[src/hdl/iss_pkg.sv]
// Package for the indexed sequence store: operation, status and sequencer codes.
package iss_pkg;

  typedef enum logic [2:0] {
    ACT_ADD_FRONT = 3'd0,
    ACT_ADD_REAR  = 3'd1,
    ACT_REM_FRONT = 3'd2,
    ACT_REM_REAR  = 3'd3,
    ACT_REM_AT    = 3'd4,
    ACT_INS_AT    = 3'd5
  } action_t;

  typedef enum logic [1:0] {
    ST_OK    = 2'd0,
    ST_UNDER = 2'd1,
    ST_RANGE = 2'd2,
    ST_FULL  = 2'd3
  } status_t;

  typedef enum logic [3:0] {
    S_IDLE,
    S_INS_RD,
    S_INS_WR,
    S_PUT,
    S_TAKE,
    S_GRAB,
    S_REM_RD,
    S_REM_WR,
    S_DONE
  } state_t;

  localparam int ACTION_W   = 3;
  localparam int POSITION_W = 6;
  localparam int VALUE_W    = 32;
  localparam int STATUS_W   = 2;
  localparam int OCC_W      = 5;

endpackage

[src/hdl/iss_ram.sv]
// Generic single-write, single-read RAM with registered read data.
module iss_ram #(
  parameter int WIDTH = 32,
  parameter int DEPTH = 16
) (
  input  logic                     clk,
  input  logic                     we,
  input  logic [$clog2(DEPTH)-1:0] waddr,
  input  logic [WIDTH-1:0]         wdata,
  input  logic [$clog2(DEPTH)-1:0] raddr,
  output logic [WIDTH-1:0]         rdata
);

  logic [WIDTH-1:0] mem [DEPTH];

  always_ff @(posedge clk) begin
    if (we) begin
      mem[waddr] <= wdata;
    end
    rdata <= mem[raddr];
  end

endmodule

[src/hdl/indexed_sequence_store.sv]
// Top level of the indexed sequence store: bounded ordered sequence with positional edits.
//
// Holds up to CAPACITY values in order, in a RAM with registered read. Each
// input transfer asks for one operation (add front/rear, remove front/rear,
// remove at a 1-based position, insert before a 1-based position) and yields
// exactly one output transfer with status, removed value (zero unless a
// removal succeeded) and the count after the operation. Elements behind the
// edited position are moved one RAM entry at a time by a small sequencer
// with one pointer: a read state and a write state per moved element. An
// insert walks the pointer down from the end to the edit index, then writes
// the new value; a removal first reads the taken value, then walks up to
// the end. A rejected or ignored request goes straight to the result state.
// in_stall is high while an operation is in flight. The result sits
// in an output register, so the next input transfer can be taken while the
// previous result still waits on out_stall. Failed operations leave the
// store unchanged. Values are kept in their low VALUE_WIDTH bits.
module indexed_sequence_store #(
  parameter int CAPACITY    = 16,
  parameter int VALUE_WIDTH = 32
) (
  input  logic                                clk,
  input  logic                                rst,
  input  logic                                in_valid,
  output logic                                in_stall,
  input  logic [iss_pkg::ACTION_W-1:0]        action,
  input  logic [iss_pkg::POSITION_W-1:0]      position,
  input  logic [iss_pkg::VALUE_W-1:0]         value,
  output logic                                out_valid,
  input  logic                                out_stall,
  output logic [iss_pkg::STATUS_W-1:0]        status,
  output logic [iss_pkg::VALUE_W-1:0]         removed_value,
  output logic [iss_pkg::OCC_W-1:0]           occupancy
);

  import iss_pkg::*;

  localparam int AW = $clog2(CAPACITY);
  localparam int CW = $clog2(CAPACITY + 1);
  // compare width for position against count
  localparam int XW = (CW + 1 > POSITION_W) ? CW + 1 : POSITION_W;

  state_t state, state_next;

  logic [CW-1:0]          count;
  logic [AW-1:0]          ptr;
  logic [AW-1:0]          op_k;
  logic [VALUE_WIDTH-1:0] op_val;
  status_t                res_status;
  logic [VALUE_WIDTH-1:0] rem_val;

  // RAM port signals
  logic                   ram_we;
  logic [AW-1:0]          ram_waddr;
  logic [VALUE_WIDTH-1:0] ram_wdata;
  logic [AW-1:0]          ram_raddr;
  logic [VALUE_WIDTH-1:0] ram_rdata;

  // request decode
  status_t       dec_status;
  logic          dec_nop;
  logic          dec_ins;
  logic [AW-1:0] dec_k;
  logic          full;
  logic          empty;
  logic [XW-1:0] pos_x;
  logic [XW-1:0] cnt_x;

  logic accept;
  logic out_free;
  logic rem_last;

  iss_ram #(
    .WIDTH (VALUE_WIDTH),
    .DEPTH (CAPACITY)
  ) u_ram (
    .clk   (clk),
    .we    (ram_we),
    .waddr (ram_waddr),
    .wdata (ram_wdata),
    .raddr (ram_raddr),
    .rdata (ram_rdata)
  );

  assign full     = (count == CW'(CAPACITY));
  assign empty    = (count == '0);
  assign pos_x    = XW'(position);
  assign cnt_x    = XW'(count);
  assign accept   = in_valid && !in_stall;
  assign out_free = !out_valid || !out_stall;
  // last element of the tail reached during a removal
  assign rem_last = ((CW'(ptr) + CW'(1)) == count);

  always_comb begin
    dec_status = ST_OK;
    dec_nop    = 1'b0;
    dec_ins    = 1'b0;
    dec_k      = '0;
    unique case (action)
      ACT_ADD_FRONT: begin
        dec_ins = 1'b1;
        if (full) dec_status = ST_FULL;
      end
      ACT_ADD_REAR: begin
        dec_ins = 1'b1;
        dec_k   = AW'(count);
        if (full) dec_status = ST_FULL;
      end
      ACT_REM_FRONT: begin
        if (empty) dec_status = ST_UNDER;
      end
      ACT_REM_REAR: begin
        dec_k = AW'(count - CW'(1));
        if (empty) dec_status = ST_UNDER;
      end
      ACT_REM_AT: begin
        dec_k = AW'(pos_x - XW'(1));
        if (pos_x == '0 || pos_x > cnt_x) dec_status = ST_RANGE;
      end
      ACT_INS_AT: begin
        dec_ins = 1'b1;
        dec_k   = AW'(pos_x - XW'(1));
        // position is checked before fullness
        if (pos_x == '0 || pos_x > cnt_x + XW'(1)) dec_status = ST_RANGE;
        else if (full) dec_status = ST_FULL;
      end
      default: dec_nop = 1'b1;
    endcase
  end

  // next state
  always_comb begin
    state_next = state;
    unique case (state)
      S_IDLE: begin
        if (in_valid) begin
          if (dec_nop || dec_status != ST_OK) state_next = S_DONE;
          else if (dec_ins)                   state_next = S_INS_RD;
          else                                state_next = S_TAKE;
        end
      end
      S_INS_RD: state_next = (ptr == op_k) ? S_PUT : S_INS_WR;
      S_INS_WR: state_next = S_INS_RD;
      S_PUT:    state_next = S_DONE;
      S_TAKE:   state_next = S_GRAB;
      S_GRAB:   state_next = S_REM_RD;
      S_REM_RD: state_next = rem_last ? S_DONE : S_REM_WR;
      S_REM_WR: state_next = S_REM_RD;
      S_DONE:   if (out_free) state_next = S_IDLE;
      default:  state_next = S_IDLE;
    endcase
  end

  // sequencer outputs: RAM controls and input stall
  always_comb begin
    in_stall  = 1'b1;
    ram_we    = 1'b0;
    ram_waddr = ptr;
    ram_wdata = ram_rdata;
    ram_raddr = ptr;
    unique case (state)
      S_IDLE:   in_stall = 1'b0;
      S_INS_RD: ram_raddr = ptr - AW'(1);
      S_INS_WR: ram_we = 1'b1;
      S_PUT: begin
        ram_we    = 1'b1;
        ram_waddr = op_k;
        ram_wdata = op_val;
      end
      S_TAKE:   ram_raddr = op_k;
      S_GRAB:   ram_raddr = op_k;
      S_REM_RD: ram_raddr = ptr + AW'(1);
      S_REM_WR: ram_we = 1'b1;
      S_DONE:   ram_raddr = ptr;
      default:  in_stall = 1'b1;
    endcase
  end

  always_ff @(posedge clk) begin
    if (rst) begin
      state     <= S_IDLE;
      count     <= '0;
      out_valid <= 1'b0;
    end else begin
      state <= state_next;
      unique case (state)
        S_PUT:    count <= count + CW'(1);
        S_REM_RD: if (rem_last) count <= count - CW'(1);
        default:  ;
      endcase
      // load a new result, else drop the one just taken
      if (state == S_DONE && out_free) out_valid <= 1'b1;
      else if (out_valid && !out_stall) out_valid <= 1'b0;
    end
  end

  // datapath registers
  always_ff @(posedge clk) begin
    if (accept) begin
      op_k       <= dec_k;
      op_val     <= VALUE_WIDTH'(value);
      ptr        <= AW'(count);
      res_status <= dec_nop ? ST_OK : dec_status;
      rem_val    <= '0;
    end
    case (state)
      S_INS_WR: ptr <= ptr - AW'(1);
      S_GRAB: begin
        rem_val <= ram_rdata;
        ptr     <= op_k;
      end
      S_REM_WR: ptr <= ptr + AW'(1);
      default: ;
    endcase
    if (state == S_DONE && out_free) begin
      status        <= res_status;
      removed_value <= VALUE_W'(rem_val);
      occupancy     <= OCC_W'(count);
    end
  end

endmodule

[config.mk]
export PLATFORM = sky130hd
export DESIGN_NAME = indexed_sequence_store
export DESIGN_NICKNAME = d
export VERILOG_FILES = /design/src/hdl/iss_pkg.sv /design/src/hdl/iss_ram.sv /design/src/hdl/indexed_sequence_store.sv
export SDC_FILE = /design/constraint.sdc
export NUM_CORES = 1
export LEC_CHECK = 0
export BUFFER_PORTS_ARGS = -buffer_cell sky130_fd_sc_hd__clkbuf_2
export CORE_UTILIZATION = 60
export DETAILED_ROUTE_END_ITERATION = 10
export PLACE_DENSITY = 0.77
export SYNTH_ARGS = -nofsm -noshare
export SYNTH_HDL_FRONTEND = slang
export SYNTH_SLANG_ARGS = --single-unit
[constraint.sdc]
create_clock -name clk -period 4.75 [get_ports clk]
set_input_delay 0.2375 -clock clk [delete_from_list [all_inputs] [get_ports clk]]
set_output_delay 0.2375 -clock clk [all_outputs]
set_load 0.01 [all_outputs]
### After elaboration in Yosys (flattened, before gate mapping)

Memory sizes are Yosys's and may differ from the RTL's. A register that Yosys moved wholly into a read port is not among the register bits.
Cells that the tools add are included.

* flip-flop bits (word level): 123
* bits in latches: 0
* bits in writable memories: 512
* memory bits (read-only): 0
* output and inout bits: 41
* memories kept: 1

* add/subtract/negate cells: 7
* multiply operators: 0
* divide/modulo/power cells: 0
* order comparisons: 2
* eq/ne operators: 19
* shifts and indexed selects: 0
* multiplexer cells: 30
* bitwise gates (word level): 0
* reduce and logical (&&, ||, !) cells: 28

Memories
* u_ram.mem: words 16, width 32, read ports 1, clocked after memory_dff 1, write ports 1, line iss_ram.sv:14 `logic [WIDTH-1:0] mem [DEPTH];`

Operators with widths (count)
* 32-bit 2-to-1 mux: 3
* 4-bit case mux with 3 select lines: 3
* 4-bit case mux with 8 select lines: 1
* 4-bit 2-to-1 mux: 6
* 4-bit by 3-bit == test with 1-bit output, second input constant: 4
* 1-bit 2-to-1 mux: 10
* 5-bit case mux with 2 select lines: 1
* 2-bit OR reduction: 5
* 4-bit by 2-bit == test with 1-bit output, second input constant: 2
* 2-bit case mux with 4 select lines: 1
* 2-bit nonzero test: 4
* 4-bit by 1-bit subtractor with 4-bit output, second input constant: 2
* 5-bit by 1-bit adder with 6-bit output, second input constant: 1
* 3-bit by 2-bit == test with 1-bit output, second input constant: 2
* 3-bit == test, second input constant: 2
* 6-bit by 5-bit > comparator with 1-bit output: 1
* 6-bit > comparator: 1
* 6-bit zero test: 1
* 2-bit 2-to-1 mux: 3
* 2-bit != test, second input constant: 3
* 3-bit OR reduction: 2
* 6-bit OR reduction: 1
* 4-bit by 1-bit adder with 5-bit output, second input constant: 1
* 5-bit by 1-bit adder with 5-bit output, second input constant: 1
* 18 further kinds: 25

### Logic depth before layout (Yosys ltp)

Gate-level depths: netlist (run 1).

* depth after elaboration: 10
* depth in mapped cells: 13
* mapped depth without buffers: 12

### Cells and area by module

From an unflattened synthesis (run 1), not the netlist that was laid out.

* cell total of the unflattened synthesis: 1341
* area, all modules: 25608.3 um2

Modules (own cells, without submodules)
* iss_ram: times used 1, cells an instance 838, area each 19835.3 um2, seq. area each 16015.4 um2
* indexed_sequence_store: times used 1, cells an instance 503, area each 5773.0 um2, seq. area each 3593.4 um2

### Worst setup path after synthesis (run 1)

Ideal clock, no wire load.

* path kind: register to register
* start point: register state[0]
* end point: memory u_ram.mem[7][0], enable pin
* setup time: 0.421 ns
* arrival time: 3.145 ns
* required time: 4.329 ns
* path slack: 1.183 ns
* cell stages (with the launch flop): 8
* buffers on the path: 3
* period minus slack after synthesis: 3.567 ns
* path through: dfxtp_1 buf_2 buf_2 inv_1 nor4_1 clkbuf_1 a31oi_1 nor2_1

* word-level cells in the longest chain between the ends: 5
* elaborated cells between the ends (all ways): 8
* those cells by class: 3 x eq/ne; 4 x mux; 1 x reduce/logical

RTL lines
* start, declared: line indexed_sequence_store.sv:42 `state_t state, state_next;`
* start signal, assigned: line indexed_sequence_store.sv:184 `state <= state_next;`
* 4-bit by 3-bit == test with 1-bit output / 4-bit by 2-bit == test with 1-bit output (equally long branches): line indexed_sequence_store.sv:160 `unique case (state)`
* 3-bit OR reduction (no source line)
* 1-bit 2-to-1 mux: line indexed_sequence_store.sv:160
* 1-bit 2-to-1 mux: line iss_ram.sv:17 `if (we) begin`
* 1-bit 2-to-1 mux (not written as such): line iss_ram.sv:18 `mem[waddr] <= wdata;`
* end, declared: line iss_ram.sv:14

Several ways; a longest one is shown, not always the timed one.

### Worst setup path after layout (run 1)

* start point: register state[2]
* end point: register u_ram.rdata[14] (read register of u_ram.mem)

* word-level cells in the longest chain between the ends: 3
* elaborated cells between the ends (all ways): 6
* those cells by class: 4 x eq/ne; 1 x mux; 1 x reduce/logical

RTL lines
* 4-bit by 3-bit == test with 1-bit output: line indexed_sequence_store.sv:160
* 2-bit OR reduction (no source line)
* 4-bit case mux with 3 select lines (*): line indexed_sequence_store.sv:160
* end, declared: line iss_ram.sv:11 `output logic [WIDTH-1:0] rdata`

Every way passes the cells marked *; elsewhere a longest branch is shown, timed or not.
A chain may end at the register's enable or synchronous reset.

==> flow_results.xml, run 1 <==
<?xml version="1.0" encoding="UTF-8"?>
<metrics>
  <group name="power">
    <metric name="power_frac_comb" unit="%">11.4</metric>
    <metric name="powerDensity" unit="nW/um^2">471.9</metric>
    <metric name="internal_power" unit="W">0.01041</metric>
    <metric name="power_switching" unit="W">0.003477</metric>
    <metric name="power_leakage" unit="nW">9.954</metric>
    <metric name="net_sw_share" unit="%">25.04</metric>
    <metric name="clock_power_share" unit="%">36.7</metric>
    <metric name="max-vdd-ir-drop" unit="uV">324.2</metric>
    <metric name="total_power" unit="W">0.01389</metric>
    <metric name="seqPwrFrac" unit="%">51.9</metric>
  </group>
  <group name="route">
    <metric name="detail_route.first_pass.iterations" unit="">6</metric>
    <metric name="vias_per_cell" unit="">6.432</metric>
    <metric name="antenna_violating_nets_post_route" unit="">0</metric>
    <metric name="remaining_drc_errors" unit="">0</metric>
    <metric name="detail_route.wirelength" unit="microns">60250</metric>
    <metric name="detail_route.iter0.violations" unit="">1850</metric>
    <metric name="routed_wire_length_per_instance" unit="microns">24.84</metric>
    <metric name="dr_total_vias" unit="">15610</metric>
  </group>
  <group name="floorplanning">
    <metric name="die_area" unit="sq um">43990</metric>
    <metric name="chipWidth" unit="microns">209.7</metric>
    <metric name="initial_utilization" unit="%">61.32</metric>
    <metric name="die_h" unit="microns">209.7</metric>
    <metric name="coreArea" unit="sq um">42230</metric>
    <metric name="pin_count" unit="">86</metric>
    <metric name="rows" unit="">75</metric>
  </group>
  <group name="cts">
    <metric name="cts.reportedPaths.clkPinSlew" unit="ns">0.06</metric>
    <metric name="bufs_on_longest_clock_path" unit="">3</metric>
    <metric name="post_cts.resized_instances" unit="">0</metric>
    <metric name="ctsRootBufferMaster" unit="">sky130_fd_sc_hd__clkbuf_16</metric>
    <metric name="htreeDepth" unit="">3</metric>
    <metric name="cts_sinks" unit="">667</metric>
    <metric name="clk_latency" unit="ns">0.60</metric>
    <metric name="numCtsBuffers" unit="">68</metric>
    <metric name="cts_tree" unit="">built</metric>
    <metric name="cts.repair_timing.setup_buffer_count" unit="">0</metric>
  </group>
  <group name="grt">
    <metric name="global_route_met1_usage" unit="%">37.83</metric>
    <metric name="grt_start_max_net_pins" unit="">65</metric>
    <metric name="top_usage_layer" unit="">met2</metric>
    <metric name="first_pass_grt_wire_length" unit="microns">90690</metric>
    <metric name="grtUsageTotal" unit="%">27.67</metric>
    <metric name="antenna_found_initial" unit="">0</metric>
    <metric name="grt_met3_usage" unit="%">4.938</metric>
    <metric name="globalRouteOverflowTotal" unit="">0</metric>
    <metric name="grt_use_met2" unit="%">44.32</metric>
    <metric name="via_count_of_the_first_global_routing_pass" unit="">15420</metric>
  </group>
  <group name="setup_path">
    <metric name="req_time_crit_path" unit="ns">5.27</metric>
    <metric name="element_type_at_the_critical_path_start" unit="">flip-flop</metric>
    <metric name="arrival" unit="ns">4.43</metric>
    <metric name="setup.worst_path.class" unit="">reg2reg</metric>
    <metric name="max_fo_critical_path" unit="">31</metric>
    <metric name="endpoint_kind_of_the_worst_setup_timing_path" unit="">flip-flop</metric>
  </group>
  <group name="synth">
    <metric name="syn_area_per_cell" unit="sq um">15.09</metric>
    <metric name="yosys.cell_count.top_type" unit="">sky130_fd_sc_hd__edfxtp_1</metric>
    <metric name="post_synthesis_cell_area" unit="sq um">25890</metric>
    <metric name="ys_dominant_reg_cell" unit="">sky130_fd_sc_hd__edfxtp_1</metric>
    <metric name="yosys_register_bits" unit="">667</metric>
    <metric name="synthDominantCellAreaShare" unit="%">72.48</metric>
    <metric name="synth_top_cells_by_count" unit="">625 x sky130_fd_sc_hd__edfxtp_1, 250 x sky130_fd_sc_hd__nand2_1, 115 x sky130_fd_sc_hd__a22oi_1</metric>
    <metric name="postSynthCellCount" unit="">1716</metric>
    <metric name="mappedNetlistNets" unit="">1778</metric>
    <metric name="yosys.cell_types.count" unit="">63</metric>
    <metric name="edff_count_synth" unit="">625</metric>
    <metric name="synth-warning-count" unit="">0</metric>
    <metric name="synth.yosys.seq_area_share" unit="%">75.73</metric>
    <metric name="synth_top_cells_by_area" unit="">sky130_fd_sc_hd__edfxtp_1 72%, sky130_fd_sc_hd__nand2_1 3.6%, sky130_fd_sc_hd__a22oi_1 3.3%, sky130_fd_sc_hd__dfxtp_1 3.2%, sky130_fd_sc_hd__a311oi_1 2.1%</metric>
    <metric name="yosysTopAreaCell" unit="">sky130_fd_sc_hd__edfxtp_1</metric>
    <metric name="synth_async_reset_ratio" unit="%">0</metric>
  </group>
  <group name="sta">
    <metric name="timing.slew.headroom" unit="%">13.43</metric>
    <metric name="report.final.slew_viol_count" unit="">0</metric>
    <metric name="hold_viol" unit="">0</metric>
    <metric name="post-route-min-period" unit="ns">3.902</metric>
    <metric name="actual_slew_at_the_worst_max_slew_pin" unit="ns">1.296</metric>
    <metric name="timing.final.crit_share" unit="%">82.15</metric>
    <metric name="rsz0062_at_grt" unit="">false</metric>
    <metric name="totalNegativeSetupSlack" unit="ns">0</metric>
    <metric name="finalSetupViolations" unit="">0</metric>
    <metric name="highest_attainable_clock_frequency" unit="GHz">0.2563</metric>
    <metric name="clock-skew-final" unit="ns">0.02601</metric>
  </group>
  <group name="place">
    <metric name="placement.io_buffers" unit="">85</metric>
    <metric name="dp_hpwl" unit="microns">33580</metric>
    <metric name="place_congestion" unit="">0.8702</metric>
  </group>
  <group name="run">
    <metric name="cap_violations" unit="">0</metric>
  </group>
  <group name="run_status">
    <metric name="outcome" unit="">finished, final reports clean</metric>
  </group>
  <group name="layout">
    <metric name="layout-drive-gt1-share" unit="%">14.15</metric>
    <metric name="area_delta_synth_final" unit="%">13.64</metric>
    <metric name="antenna_cells_inserted" unit="">0</metric>
    <metric name="layout.nets" unit="">1895</metric>
  </group>
  <group name="min_path">
    <metric name="min-delay-path-class" unit="">in2reg</metric>
  </group>
</metrics>
## kinds of logic after synthesis
| kind of cell | after synthesis | synth area share [%] |
|---|---|---|
| AOI/OAI and AO/OA | 381 | 10.70 |
| DFF | 667 | 75.73 |
| adders and majority gates | 17 | 0.8214 |
| muxes | 16 | 0.6185 |
| xor gates and xnor gates | 24 | 0.8408 |
| buffers and inverters | 131 | 2.334 |
| and+or+nand+nor | 480 | 8.954 |
## routing by layer
| layer | routed length (microns) | vias to the layer above |
|---|---|---|
| li1 | - | 6907 |
| met1 | 24270 | 7702 |
| met2 | 28950 | 843 |
| met3 | 4981 | 153 |
| met4 | 2052 | 0 |
| met5 | 0 | - |
## worst max-delay path, cell delays in order (launching register included)
cell	delay (ns)
sky130_fd_sc_hd__dfxtp_1	0.74
sky130_fd_sc_hd__nor2b_1	0.31
sky130_fd_sc_hd__and2_1	0.50
sky130_fd_sc_hd__buf_4	0.39
sky130_fd_sc_hd__nand2_1	0.14
sky130_fd_sc_hd__nand2_1	0.29
sky130_fd_sc_hd__nand2_2	0.58
sky130_fd_sc_hd__a311oi_1	0.64
sky130_fd_sc_hd__or4_1	0.21
## power groups by stage
stage / Combinational (W) / Clock [W] / Sequential, W
CTS: 0.00157 / 0.00513 / 0.00721
global placement: 0.00146 / 0 / 0.00732
global route: 0.00172 / 0.00537 / 0.00722
floorplan: 0.00102 / 0 / 0.00725
detailed placement: 0.00153 / 0 / 0.00732
finish: 0.00158 / 0.00509 / 0.00721
## flip-flops by register name, summed over array words and instances (netlist names), 5 cells and up
signal and cells:
removed_value 32, u_ram.mem 512, u_ram.rdata 32, op_val 32, occupancy 5, count 5
rem_val 32
## cell usage in the layout (no fill, tap or decap), types with 6 or more instances in the layout
cell type                       Yosys  routed
sky130_fd_sc_hd__nor3_1             8       8
sky130_fd_sc_hd__and3_1            38      37
sky130_fd_sc_hd__dfxtp_1           42      42
sky130_fd_sc_hd__and2_0            60      60
sky130_fd_sc_hd__clkbuf_16          0      71
sky130_fd_sc_hd__a21oi_1           78      77
sky130_fd_sc_hd__nand3_1           14      13
sky130_fd_sc_hd__o21ai_0            7       7
sky130_fd_sc_hd__a211oi_1          66      66
sky130_fd_sc_hd__dlygate4sd3_1      0      35
sky130_fd_sc_hd__ha_1              17      17
sky130_fd_sc_hd__clkbuf_8           0       8
sky130_fd_sc_hd__inv_1             18      17
sky130_fd_sc_hd__edfxtp_1         625     625
sky130_fd_sc_hd__nor2_1            41      24
sky130_fd_sc_hd__a311oi_1          62      62
sky130_fd_sc_hd__clkbuf_2           0      85
sky130_fd_sc_hd__o21ai_1            6       6
sky130_fd_sc_hd__nand2_1          250     250
sky130_fd_sc_hd__buf_4              9      37
sky130_fd_sc_hd__a22oi_1          115     115
sky130_fd_sc_hd__clkbuf_1          56      17
sky130_fd_sc_hd__or4_1             33      33
sky130_fd_sc_hd__o22ai_1            6       6
sky130_fd_sc_hd__mux2i_1           16      16
sky130_fd_sc_hd__clkinv_2           0      10
sky130_fd_sc_hd__a31oi_1            9       9
sky130_fd_sc_hd__xnor2_1           18      18
sky130_fd_sc_hd__nor2_4             1      19
sky130_fd_sc_hd__clkinv_1           1      12
sky130_fd_sc_hd__a22oi_2            9       9
## metrics by stage
step           hold WS [ns]  instances  cell area (sq um)  setup WS [ns]  utilization, %
3_3_place_gp         0.4017       2267              26940          1.153           63.80
6_report            0.01803       2426              29430         0.8480           69.68
5_1_grt             0.01837       2426              29430         0.6640           69.68
4_1_cts            0.007326       2426              29430         0.8973           69.68
3_5_place_dp         0.4045       2267              26940         0.9421           63.80
2_1_floorplan        0.3364       1716              25890          1.183               -
## worst paths after layout
kind,start,to,slack [ns],cells after the start
max,state[2],u_ram.rdata[14],0.85,8
min,position[0],op_k[0],0.02,2
max reg2reg,state[2],u_ram.rdata[14],0.85,8
min reg2reg,rem_val[23],removed_value[23],0.42,0
## area by class of cell
class,count,area [sq um]
clock inverters,28,183.9
inverters,20,75.07
repair buffers,158,1074
well taps,539,674.4
clock buffers,96,1951
flip-flops and latches,667,19610
fillers,2664,12800
multi-input cells,918,5859
## timing repair
item / CTS / global route
hold buffers: 35 / 0
endpoints found under the hold margin: 40 / 0
setup endpoints to repair: 0 / 0
No activity file was read; power rests on OpenSTA's default activity.
==> run 2, diff against run 1 <==
--- a/config.mk
+++ b/config.mk
@@ -6,9 +6,9 @@
 export NUM_CORES = 1
 export LEC_CHECK = 0
 export BUFFER_PORTS_ARGS = -buffer_cell sky130_fd_sc_hd__clkbuf_2
-export CORE_UTILIZATION = 60
+export CORE_UTILIZATION = 56
 export DETAILED_ROUTE_END_ITERATION = 10
-export PLACE_DENSITY = 0.77
+export PLACE_DENSITY = 0.76
 export SYNTH_ARGS = -nofsm -noshare
 export SYNTH_HDL_FRONTEND = slang
 export SYNTH_SLANG_ARGS = --single-unit
==> constraint.sdc (replaced) <==
create_clock -name clk -period 3.3 [get_ports clk]
set_input_delay 0.165 -clock clk [delete_from_list [all_inputs] [get_ports clk]]
set_output_delay 0.165 -clock clk [all_outputs]
set_load 0.01 [all_outputs]
==> run 2 against run 1 <==
Compared with the run above:
- sequential cell count did not move
- sequential share of layout area fell by 1.5 points
- register-to-register slack got worse by 0.60 ns
- critical endpoint is now u_ram.rdata[15]
- largest cell class unchanged
==> flow_results.xml, run 2 (synthesis gave the netlist of run 1 again) <==
<?xml version="1.0" encoding="UTF-8"?>
<metrics>
  <group name="run_status">
    <metric name="outcome" unit="">finished, final reports clean</metric>
  </group>
  <group name="grt">
    <metric name="grtUsageTotal" unit="%">27.26</metric>
    <metric name="grt_start_max_net_pins" unit="">73</metric>
    <metric name="globalRouteOverflowTotal" unit="">0</metric>
    <metric name="via_count_of_the_first_global_routing_pass" unit="">15780</metric>
    <metric name="first_pass_grt_wire_length" unit="microns">94940</metric>
    <metric name="antenna_found_initial" unit="">0</metric>
  </group>
  <group name="layout">
    <metric name="mostFrequentLayoutCell" unit="">sky130_fd_sc_hd__edfxtp_1</metric>
    <metric name="antenna_cells_inserted" unit="">0</metric>
    <metric name="layout-drive-gt1-share" unit="%">16.04</metric>
    <metric name="final.fill_count" unit="">3046</metric>
    <metric name="final_core_utilization" unit="%">66.22</metric>
    <metric name="layout.nets" unit="">1930</metric>
    <metric name="largest_register" unit="">u_ram.mem</metric>
    <metric name="largest_reg_flops" unit="">512</metric>
    <metric name="area_delta_synth_final" unit="%">16.31</metric>
    <metric name="layout.cells.most_common_list" unit="">625 x sky130_fd_sc_hd__edfxtp_1, 250 x sky130_fd_sc_hd__nand2_1, 115 x sky130_fd_sc_hd__a22oi_1</metric>
  </group>
  <group name="floorplanning">
    <metric name="rows" unit="">78</metric>
    <metric name="coreArea" unit="sq um">45480</metric>
    <metric name="die_h" unit="microns">217.0</metric>
    <metric name="initial_utilization" unit="%">56.94</metric>
    <metric name="pin_count" unit="">86</metric>
    <metric name="die_area" unit="sq um">47100</metric>
    <metric name="chipWidth" unit="microns">217.0</metric>
  </group>
  <group name="route">
    <metric name="detail_route.wirelength" unit="microns">63330</metric>
    <metric name="vias_per_cell" unit="">6.331</metric>
    <metric name="dr_total_vias" unit="">15950</metric>
    <metric name="routed_wire_length_per_instance" unit="microns">25.13</metric>
    <metric name="remaining_drc_errors" unit="">0</metric>
    <metric name="antenna_violating_nets_post_route" unit="">0</metric>
    <metric name="detail_route.first_pass.iterations" unit="">6</metric>
    <metric name="detail_route.iter0.violations" unit="">2006</metric>
  </group>
  <group name="cts">
    <metric name="post_cts.resized_instances" unit="">0</metric>
    <metric name="ctsRootBufferMaster" unit="">sky130_fd_sc_hd__clkbuf_16</metric>
    <metric name="htreeDepth" unit="">3</metric>
    <metric name="cts_tree" unit="">built</metric>
    <metric name="cts.reportedPaths.clkPinSlew" unit="ns">0.07</metric>
    <metric name="cts_sinks" unit="">667</metric>
    <metric name="clk_latency" unit="ns">0.62</metric>
    <metric name="numCtsBuffers" unit="">67</metric>
    <metric name="bufs_on_longest_clock_path" unit="">3</metric>
  </group>
  <group name="min_path">
    <metric name="min-delay-path-class" unit="">in2reg</metric>
    <metric name="timing.hold.worst.start" unit="">action[0]</metric>
    <metric name="holdPathStages" unit="">3</metric>
  </group>
  <group name="place">
    <metric name="placement.io_buffers" unit="">85</metric>
    <metric name="place_congestion" unit="">0.8846</metric>
    <metric name="dp_hpwl" unit="microns">34230</metric>
  </group>
  <group name="sta">
    <metric name="actual_slew_at_the_worst_max_slew_pin" unit="ns">0.9751</metric>
    <metric name="post-route-min-period" unit="ns">3.049</metric>
    <metric name="clock-skew-final" unit="ns">0.02445</metric>
    <metric name="highest_attainable_clock_frequency" unit="GHz">0.3279</metric>
    <metric name="timing.final.crit_share" unit="%">92.41</metric>
    <metric name="timing.slew.headroom" unit="%">34.69</metric>
    <metric name="hold_viol" unit="">0</metric>
    <metric name="rsz0062_at_grt" unit="">false</metric>
    <metric name="report.final.slew_viol_count" unit="">0</metric>
    <metric name="finalSetupViolations" unit="">0</metric>
    <metric name="totalNegativeSetupSlack" unit="ns">0</metric>
  </group>
  <group name="setup_path">
    <metric name="element_type_at_the_critical_path_start" unit="">flip-flop</metric>
    <metric name="setup.worst_path.class" unit="">reg2reg</metric>
    <metric name="timing.critical_path.from" unit="">state[0]</metric>
    <metric name="arrival" unit="ns">3.51</metric>
    <metric name="r2r_start" unit="">state[0]</metric>
    <metric name="endpoint_kind_of_the_worst_setup_timing_path" unit="">flip-flop</metric>
    <metric name="req_time_crit_path" unit="ns">3.76</metric>
    <metric name="timing.reg2reg.worst_path_depth" unit="">10</metric>
    <metric name="max_fo_critical_path" unit="">24</metric>
  </group>
  <group name="run">
    <metric name="cap_violations" unit="">0</metric>
  </group>
  <group name="power">
    <metric name="total_power" unit="W">0.02034</metric>
    <metric name="max-vdd-ir-drop" unit="uV">515.6</metric>
    <metric name="power_leakage" unit="nW">10.23</metric>
    <metric name="powerDensity" unit="nW/um^2">675.3</metric>
  </group>
</metrics>
## run 2: per-stage QoR
stage	worst slack, ns	hold WS [ns]	instances	cell area [sq um]
global placement	0.3585	0.3437	2358	27530
global route	0.1145	0.05724	2520	30120
detailed placement	0.2294	0.3436	2358	27530
finish	0.2506	0.04680	2520	30120
CTS	0.2001	0.02047	2516	30090
floorplan	-0.2666	0.2639	1716	25890
## run 2: path summary, 6_finish.rpt
kind / end / slack [ns]
hold reg to reg: removed_value[11] / 0.42
setup reg to reg: u_ram.rdata[15] / 0.25
setup / recovery: u_ram.rdata[15] / 0.25
hold / removal: state[0] / 0.05
## run 2: report_power, final
group	switching (W)	internal, W
sequential	0.000201	0.0102
combinational	0.00174	0.000672
clock	0.00318	0.00437
total	0.00513	0.0152
## run 2: what timing repair did
item,4_1_cts,5_1_grt
endpoints found under the hold margin,42,0
hold buffers,37,0
buffers inserted,0,4
setup endpoints to repair,0,7
## run 2: layer usage
layer | part of all wire, % | routed length (microns) | GRT usage, %
met3 | 9.9 | 6259 | 5.367
met5 | 0 | 0 | 0
met1 | 38 | 24250 | 36.44
met4 | 3.5 | 2214 | 11.29
met2 | 48 | 30610 | 44.08
## run 2: critical path: stages (launching register included)
cell and delay, ns:
sky130_fd_sc_hd__dfxtp_1 0.64, sky130_fd_sc_hd__buf_4 0.37, sky130_fd_sc_hd__a21oi_1 0.11, sky130_fd_sc_hd__o22ai_1 0.15, sky130_fd_sc_hd__nand3b_1 0.10, sky130_fd_sc_hd__o21ai_1 0.15, sky130_fd_sc_hd__nand2_1 0.25, sky130_fd_sc_hd__nand2_2 0.14
sky130_fd_sc_hd__buf_4 0.30, sky130_fd_sc_hd__a311oi_1 0.10, sky130_fd_sc_hd__or4_1 0.58
## run 2: area by class of cell
cell class	instances	area (sq um)	share of cell area, %
Timing Repair Buffer	194	1637	5.434
Inverter	20	75.07	0.2493
Multi-Input combinational cell	918	5858	19.45
Clock buffer	80	1787	5.932
Sequential cell	667	19610	65.11
Tap cell	600	750.7	2.493
Clock inverter	41	401.6	1.334
==> run 3, diff against run 2 <==
--- a/config.mk
+++ b/config.mk
@@ -6,9 +6,10 @@
 export NUM_CORES = 1
 export LEC_CHECK = 0
 export BUFFER_PORTS_ARGS = -buffer_cell sky130_fd_sc_hd__clkbuf_2
-export CORE_UTILIZATION = 56
+export CORE_UTILIZATION = 60
 export DETAILED_ROUTE_END_ITERATION = 10
-export PLACE_DENSITY = 0.76
+export MAX_ROUTING_LAYER = met4
+export PLACE_DENSITY = 0.77
 export SYNTH_ARGS = -nofsm -noshare
 export SYNTH_HDL_FRONTEND = slang
 export SYNTH_SLANG_ARGS = --single-unit
==> constraint.sdc (replaced) <==
create_clock -name clk -period 3.38 [get_ports clk]
set_input_delay 0.169 -clock clk [delete_from_list [all_inputs] [get_ports clk]]
set_output_delay 0.169 -clock clk [all_outputs]
set_load 0.01 [all_outputs]
==> run 3 against run 2 <==
Compared with the run above:
- wire length barely moved
- largest cell class unchanged
- sequential cell count is the same
- first-iteration DRC count decreased by 0.40%
- sequential power hardly changed
- global-route usage is 2.8 points higher
- critical endpoint is now u_ram.rdata[12]
- largest power group unchanged
- worst hold slack lost 0.011 ns
- maximum frequency is 5.0% lower
- final cell count fell by 2.5%
- sequential share of layout area increased by 0.63 points
- via count is 0.37% higher
- non-clock buffer count is the same
==> flow_results.xml, run 3 (synthesis gave the netlist of run 1 again) <==
<?xml version="1.0" encoding="UTF-8"?>
<metrics>
  <group name="floorplanning">
    <metric name="die_h" unit="microns">209.7</metric>
    <metric name="initial_utilization" unit="%">61.32</metric>
    <metric name="chipWidth" unit="microns">209.7</metric>
    <metric name="die_area" unit="sq um">43990</metric>
    <metric name="coreArea" unit="sq um">42230</metric>
    <metric name="rows" unit="">75</metric>
    <metric name="pin_count" unit="">86</metric>
  </group>
  <group name="layout">
    <metric name="layout.nets" unit="">1929</metric>
    <metric name="area_delta_synth_final" unit="%">15.21</metric>
    <metric name="mostFrequentLayoutCell" unit="">sky130_fd_sc_hd__edfxtp_1</metric>
    <metric name="layout.cells.most_common_list" unit="">625 x sky130_fd_sc_hd__edfxtp_1, 250 x sky130_fd_sc_hd__nand2_1, 115 x sky130_fd_sc_hd__a22oi_1</metric>
    <metric name="multi_input_area" unit="sq um">5858</metric>
    <metric name="antenna_cells_inserted" unit="">0</metric>
    <metric name="layout-drive-gt1-share" unit="%">15.38</metric>
    <metric name="sequential_cell_area" unit="sq um">19610</metric>
    <metric name="largest_register" unit="">u_ram.mem</metric>
    <metric name="largest_reg_flops" unit="">512</metric>
    <metric name="final.fill_count" unit="">2680</metric>
  </group>
  <group name="grt">
    <metric name="grtUsageTotal" unit="%">30.03</metric>
    <metric name="antenna_found_initial" unit="">0</metric>
    <metric name="first_pass_grt_wire_length" unit="microns">94530</metric>
    <metric name="globalRouteOverflowTotal" unit="">0</metric>
    <metric name="grt_start_max_net_pins" unit="">93</metric>
    <metric name="via_count_of_the_first_global_routing_pass" unit="">15830</metric>
  </group>
  <group name="setup_path">
    <metric name="max_fo_critical_path" unit="">83</metric>
    <metric name="endpoint_kind_of_the_worst_setup_timing_path" unit="">flip-flop</metric>
    <metric name="req_time_crit_path" unit="ns">3.82</metric>
    <metric name="arrival" unit="ns">3.65</metric>
    <metric name="crit_path_cell_trace" unit="">inv_1 -&gt; nor3_1 -&gt; o21ai_1 -&gt; and3_4 -&gt; buf_4 -&gt; and2_0 -&gt; a211oi_1 -&gt; a311oi_1 -&gt; or4_1</metric>
    <metric name="critical_path.slowest_cell" unit="">sky130_fd_sc_hd__or4_1</metric>
    <metric name="element_type_at_the_critical_path_start" unit="">flip-flop</metric>
    <metric name="crit_path_max_incr_delay" unit="ns">0.59</metric>
    <metric name="setup.worst_path.class" unit="">reg2reg</metric>
  </group>
  <group name="cts">
    <metric name="ctsRootBufferMaster" unit="">sky130_fd_sc_hd__clkbuf_16</metric>
    <metric name="post_cts.resized_instances" unit="">0</metric>
    <metric name="cts_sinks" unit="">667</metric>
    <metric name="cts.repair_timing.setup_buffer_count" unit="">0</metric>
    <metric name="hold_fix_buffers_at_cts" unit="">37</metric>
    <metric name="bufs_on_longest_clock_path" unit="">3</metric>
    <metric name="cts.reportedPaths.clkPinSlew" unit="ns">0.06</metric>
    <metric name="cts_tree" unit="">built</metric>
    <metric name="htreeDepth" unit="">3</metric>
    <metric name="clk_latency" unit="ns">0.60</metric>
    <metric name="numCtsBuffers" unit="">66</metric>
  </group>
  <group name="route">
    <metric name="remaining_drc_errors" unit="">0</metric>
    <metric name="vias_per_cell" unit="">6.517</metric>
    <metric name="detail_route.iter0.violations" unit="">1998</metric>
    <metric name="detail_route.first_pass.iterations" unit="">9</metric>
    <metric name="dr_total_vias" unit="">16010</metric>
    <metric name="detail_route.wirelength" unit="microns">63360</metric>
    <metric name="routed_wire_length_per_instance" unit="microns">25.79</metric>
    <metric name="antenna_violating_nets_post_route" unit="">0</metric>
  </group>
  <group name="run_status">
    <metric name="outcome" unit="">finished, final reports clean</metric>
  </group>
  <group name="place">
    <metric name="dp_hpwl" unit="microns">34140</metric>
    <metric name="placement.io_buffers" unit="">85</metric>
    <metric name="place_congestion" unit="">0.8880</metric>
  </group>
  <group name="sta">
    <metric name="finalSetupViolations" unit="">0</metric>
    <metric name="post-route-min-period" unit="ns">3.209</metric>
    <metric name="timing.final.crit_share" unit="%">94.95</metric>
    <metric name="totalNegativeSetupSlack" unit="ns">0</metric>
    <metric name="highest_attainable_clock_frequency" unit="GHz">0.3116</metric>
    <metric name="actual_slew_at_the_worst_max_slew_pin" unit="ns">1.285</metric>
    <metric name="timing.hold.ws" unit="ns">0.03576</metric>
    <metric name="rsz0062_at_grt" unit="">false</metric>
    <metric name="report.final.slew_viol_count" unit="">0</metric>
    <metric name="hold_viol" unit="">0</metric>
    <metric name="timing.slew.headroom" unit="%">14.16</metric>
    <metric name="clock-skew-final" unit="ns">0.02007</metric>
  </group>
  <group name="power">
    <metric name="powerDensity" unit="nW/um^2">650.2</metric>
    <metric name="power_leakage" unit="nW">10.15</metric>
    <metric name="max-vdd-ir-drop" unit="uV">415.2</metric>
    <metric name="total_power" unit="W">0.01940</metric>
  </group>
  <group name="min_path">
    <metric name="min-delay-path-class" unit="">in2reg</metric>
  </group>
  <group name="run">
    <metric name="cap_violations" unit="">0</metric>
  </group>
</metrics>
## run 3: changes by cell type in the layout (fill, tap and decap cells not counted), sizes merged
| cell | before | now |
|---|---|---|
| bufinv | 6 | 2 |
| clkbuf | 165 | 175 |
| clkinv | 25 | 22 |
| clkinvlp | 4 | 2 |
| inv | 26 | 23 |
## run 3: worst paths after layout
check | startpoint | to | slack, ns | depth (start not counted)
max | state[1] | u_ram.rdata[12] | 0.17 | 9
min | in_valid | state[3] | 0.04 | 3
max reg2reg | state[1] | u_ram.rdata[12] | 0.17 | 9
min reg2reg | rem_val[6] | removed_value[6] | 0.41 | 0
## run 3: metrics by stage
stage               area [sq um]  setup slack [ns]  utilization [%]  instances
CTS                        29830            0.2217            70.64       2457
global route               29830           0.02990            70.64       2457
finish                     29830            0.1706            70.64       2457
detailed placement         27420            0.3321            64.93       2301
global placement           27420            0.3690            64.93       2301
floorplan                  25890           -0.1866                -       1716
## run 3: power breakdown
part	internal [W]	total, W	switching (W)
Combinational	0.000654	0.00234	0.00169
Sequential	0.00993	0.0101	0.000178
Clock	0.00394	0.00695	0.00301
## run 3: routing by layer
layer	vias to the layer above	part of all wire, %	GRT usage (%)
li1	6962	-	-
met1	7957	39	39.62
met2	923	49	47.78
met3	171	8.9	3.905
met4	0	3.3	12.31
met5	-	0	-
## run 3: critical path: cells and delay by family, from the launching register on
| kind | cells | cell delay (ns) |
|---|---|---|
| AO/OA/AOI/OAI | 3 | 0.59 |
| buffers and inverters | 2 | 0.53 |
| flip-flops | 1 | 0.57 |
| AND/OR/NAND/NOR | 4 | 1.32 |
## run 3: area by class of cell
cell class	instances	share of cell area, %
clock buffer	90	6.078
clock inverter	29	0.7634
inverter	20	0.2517
multi-input combinational	918	19.64
sequential	667	65.73
tap	539	2.261
timing repair buffer	194	5.276
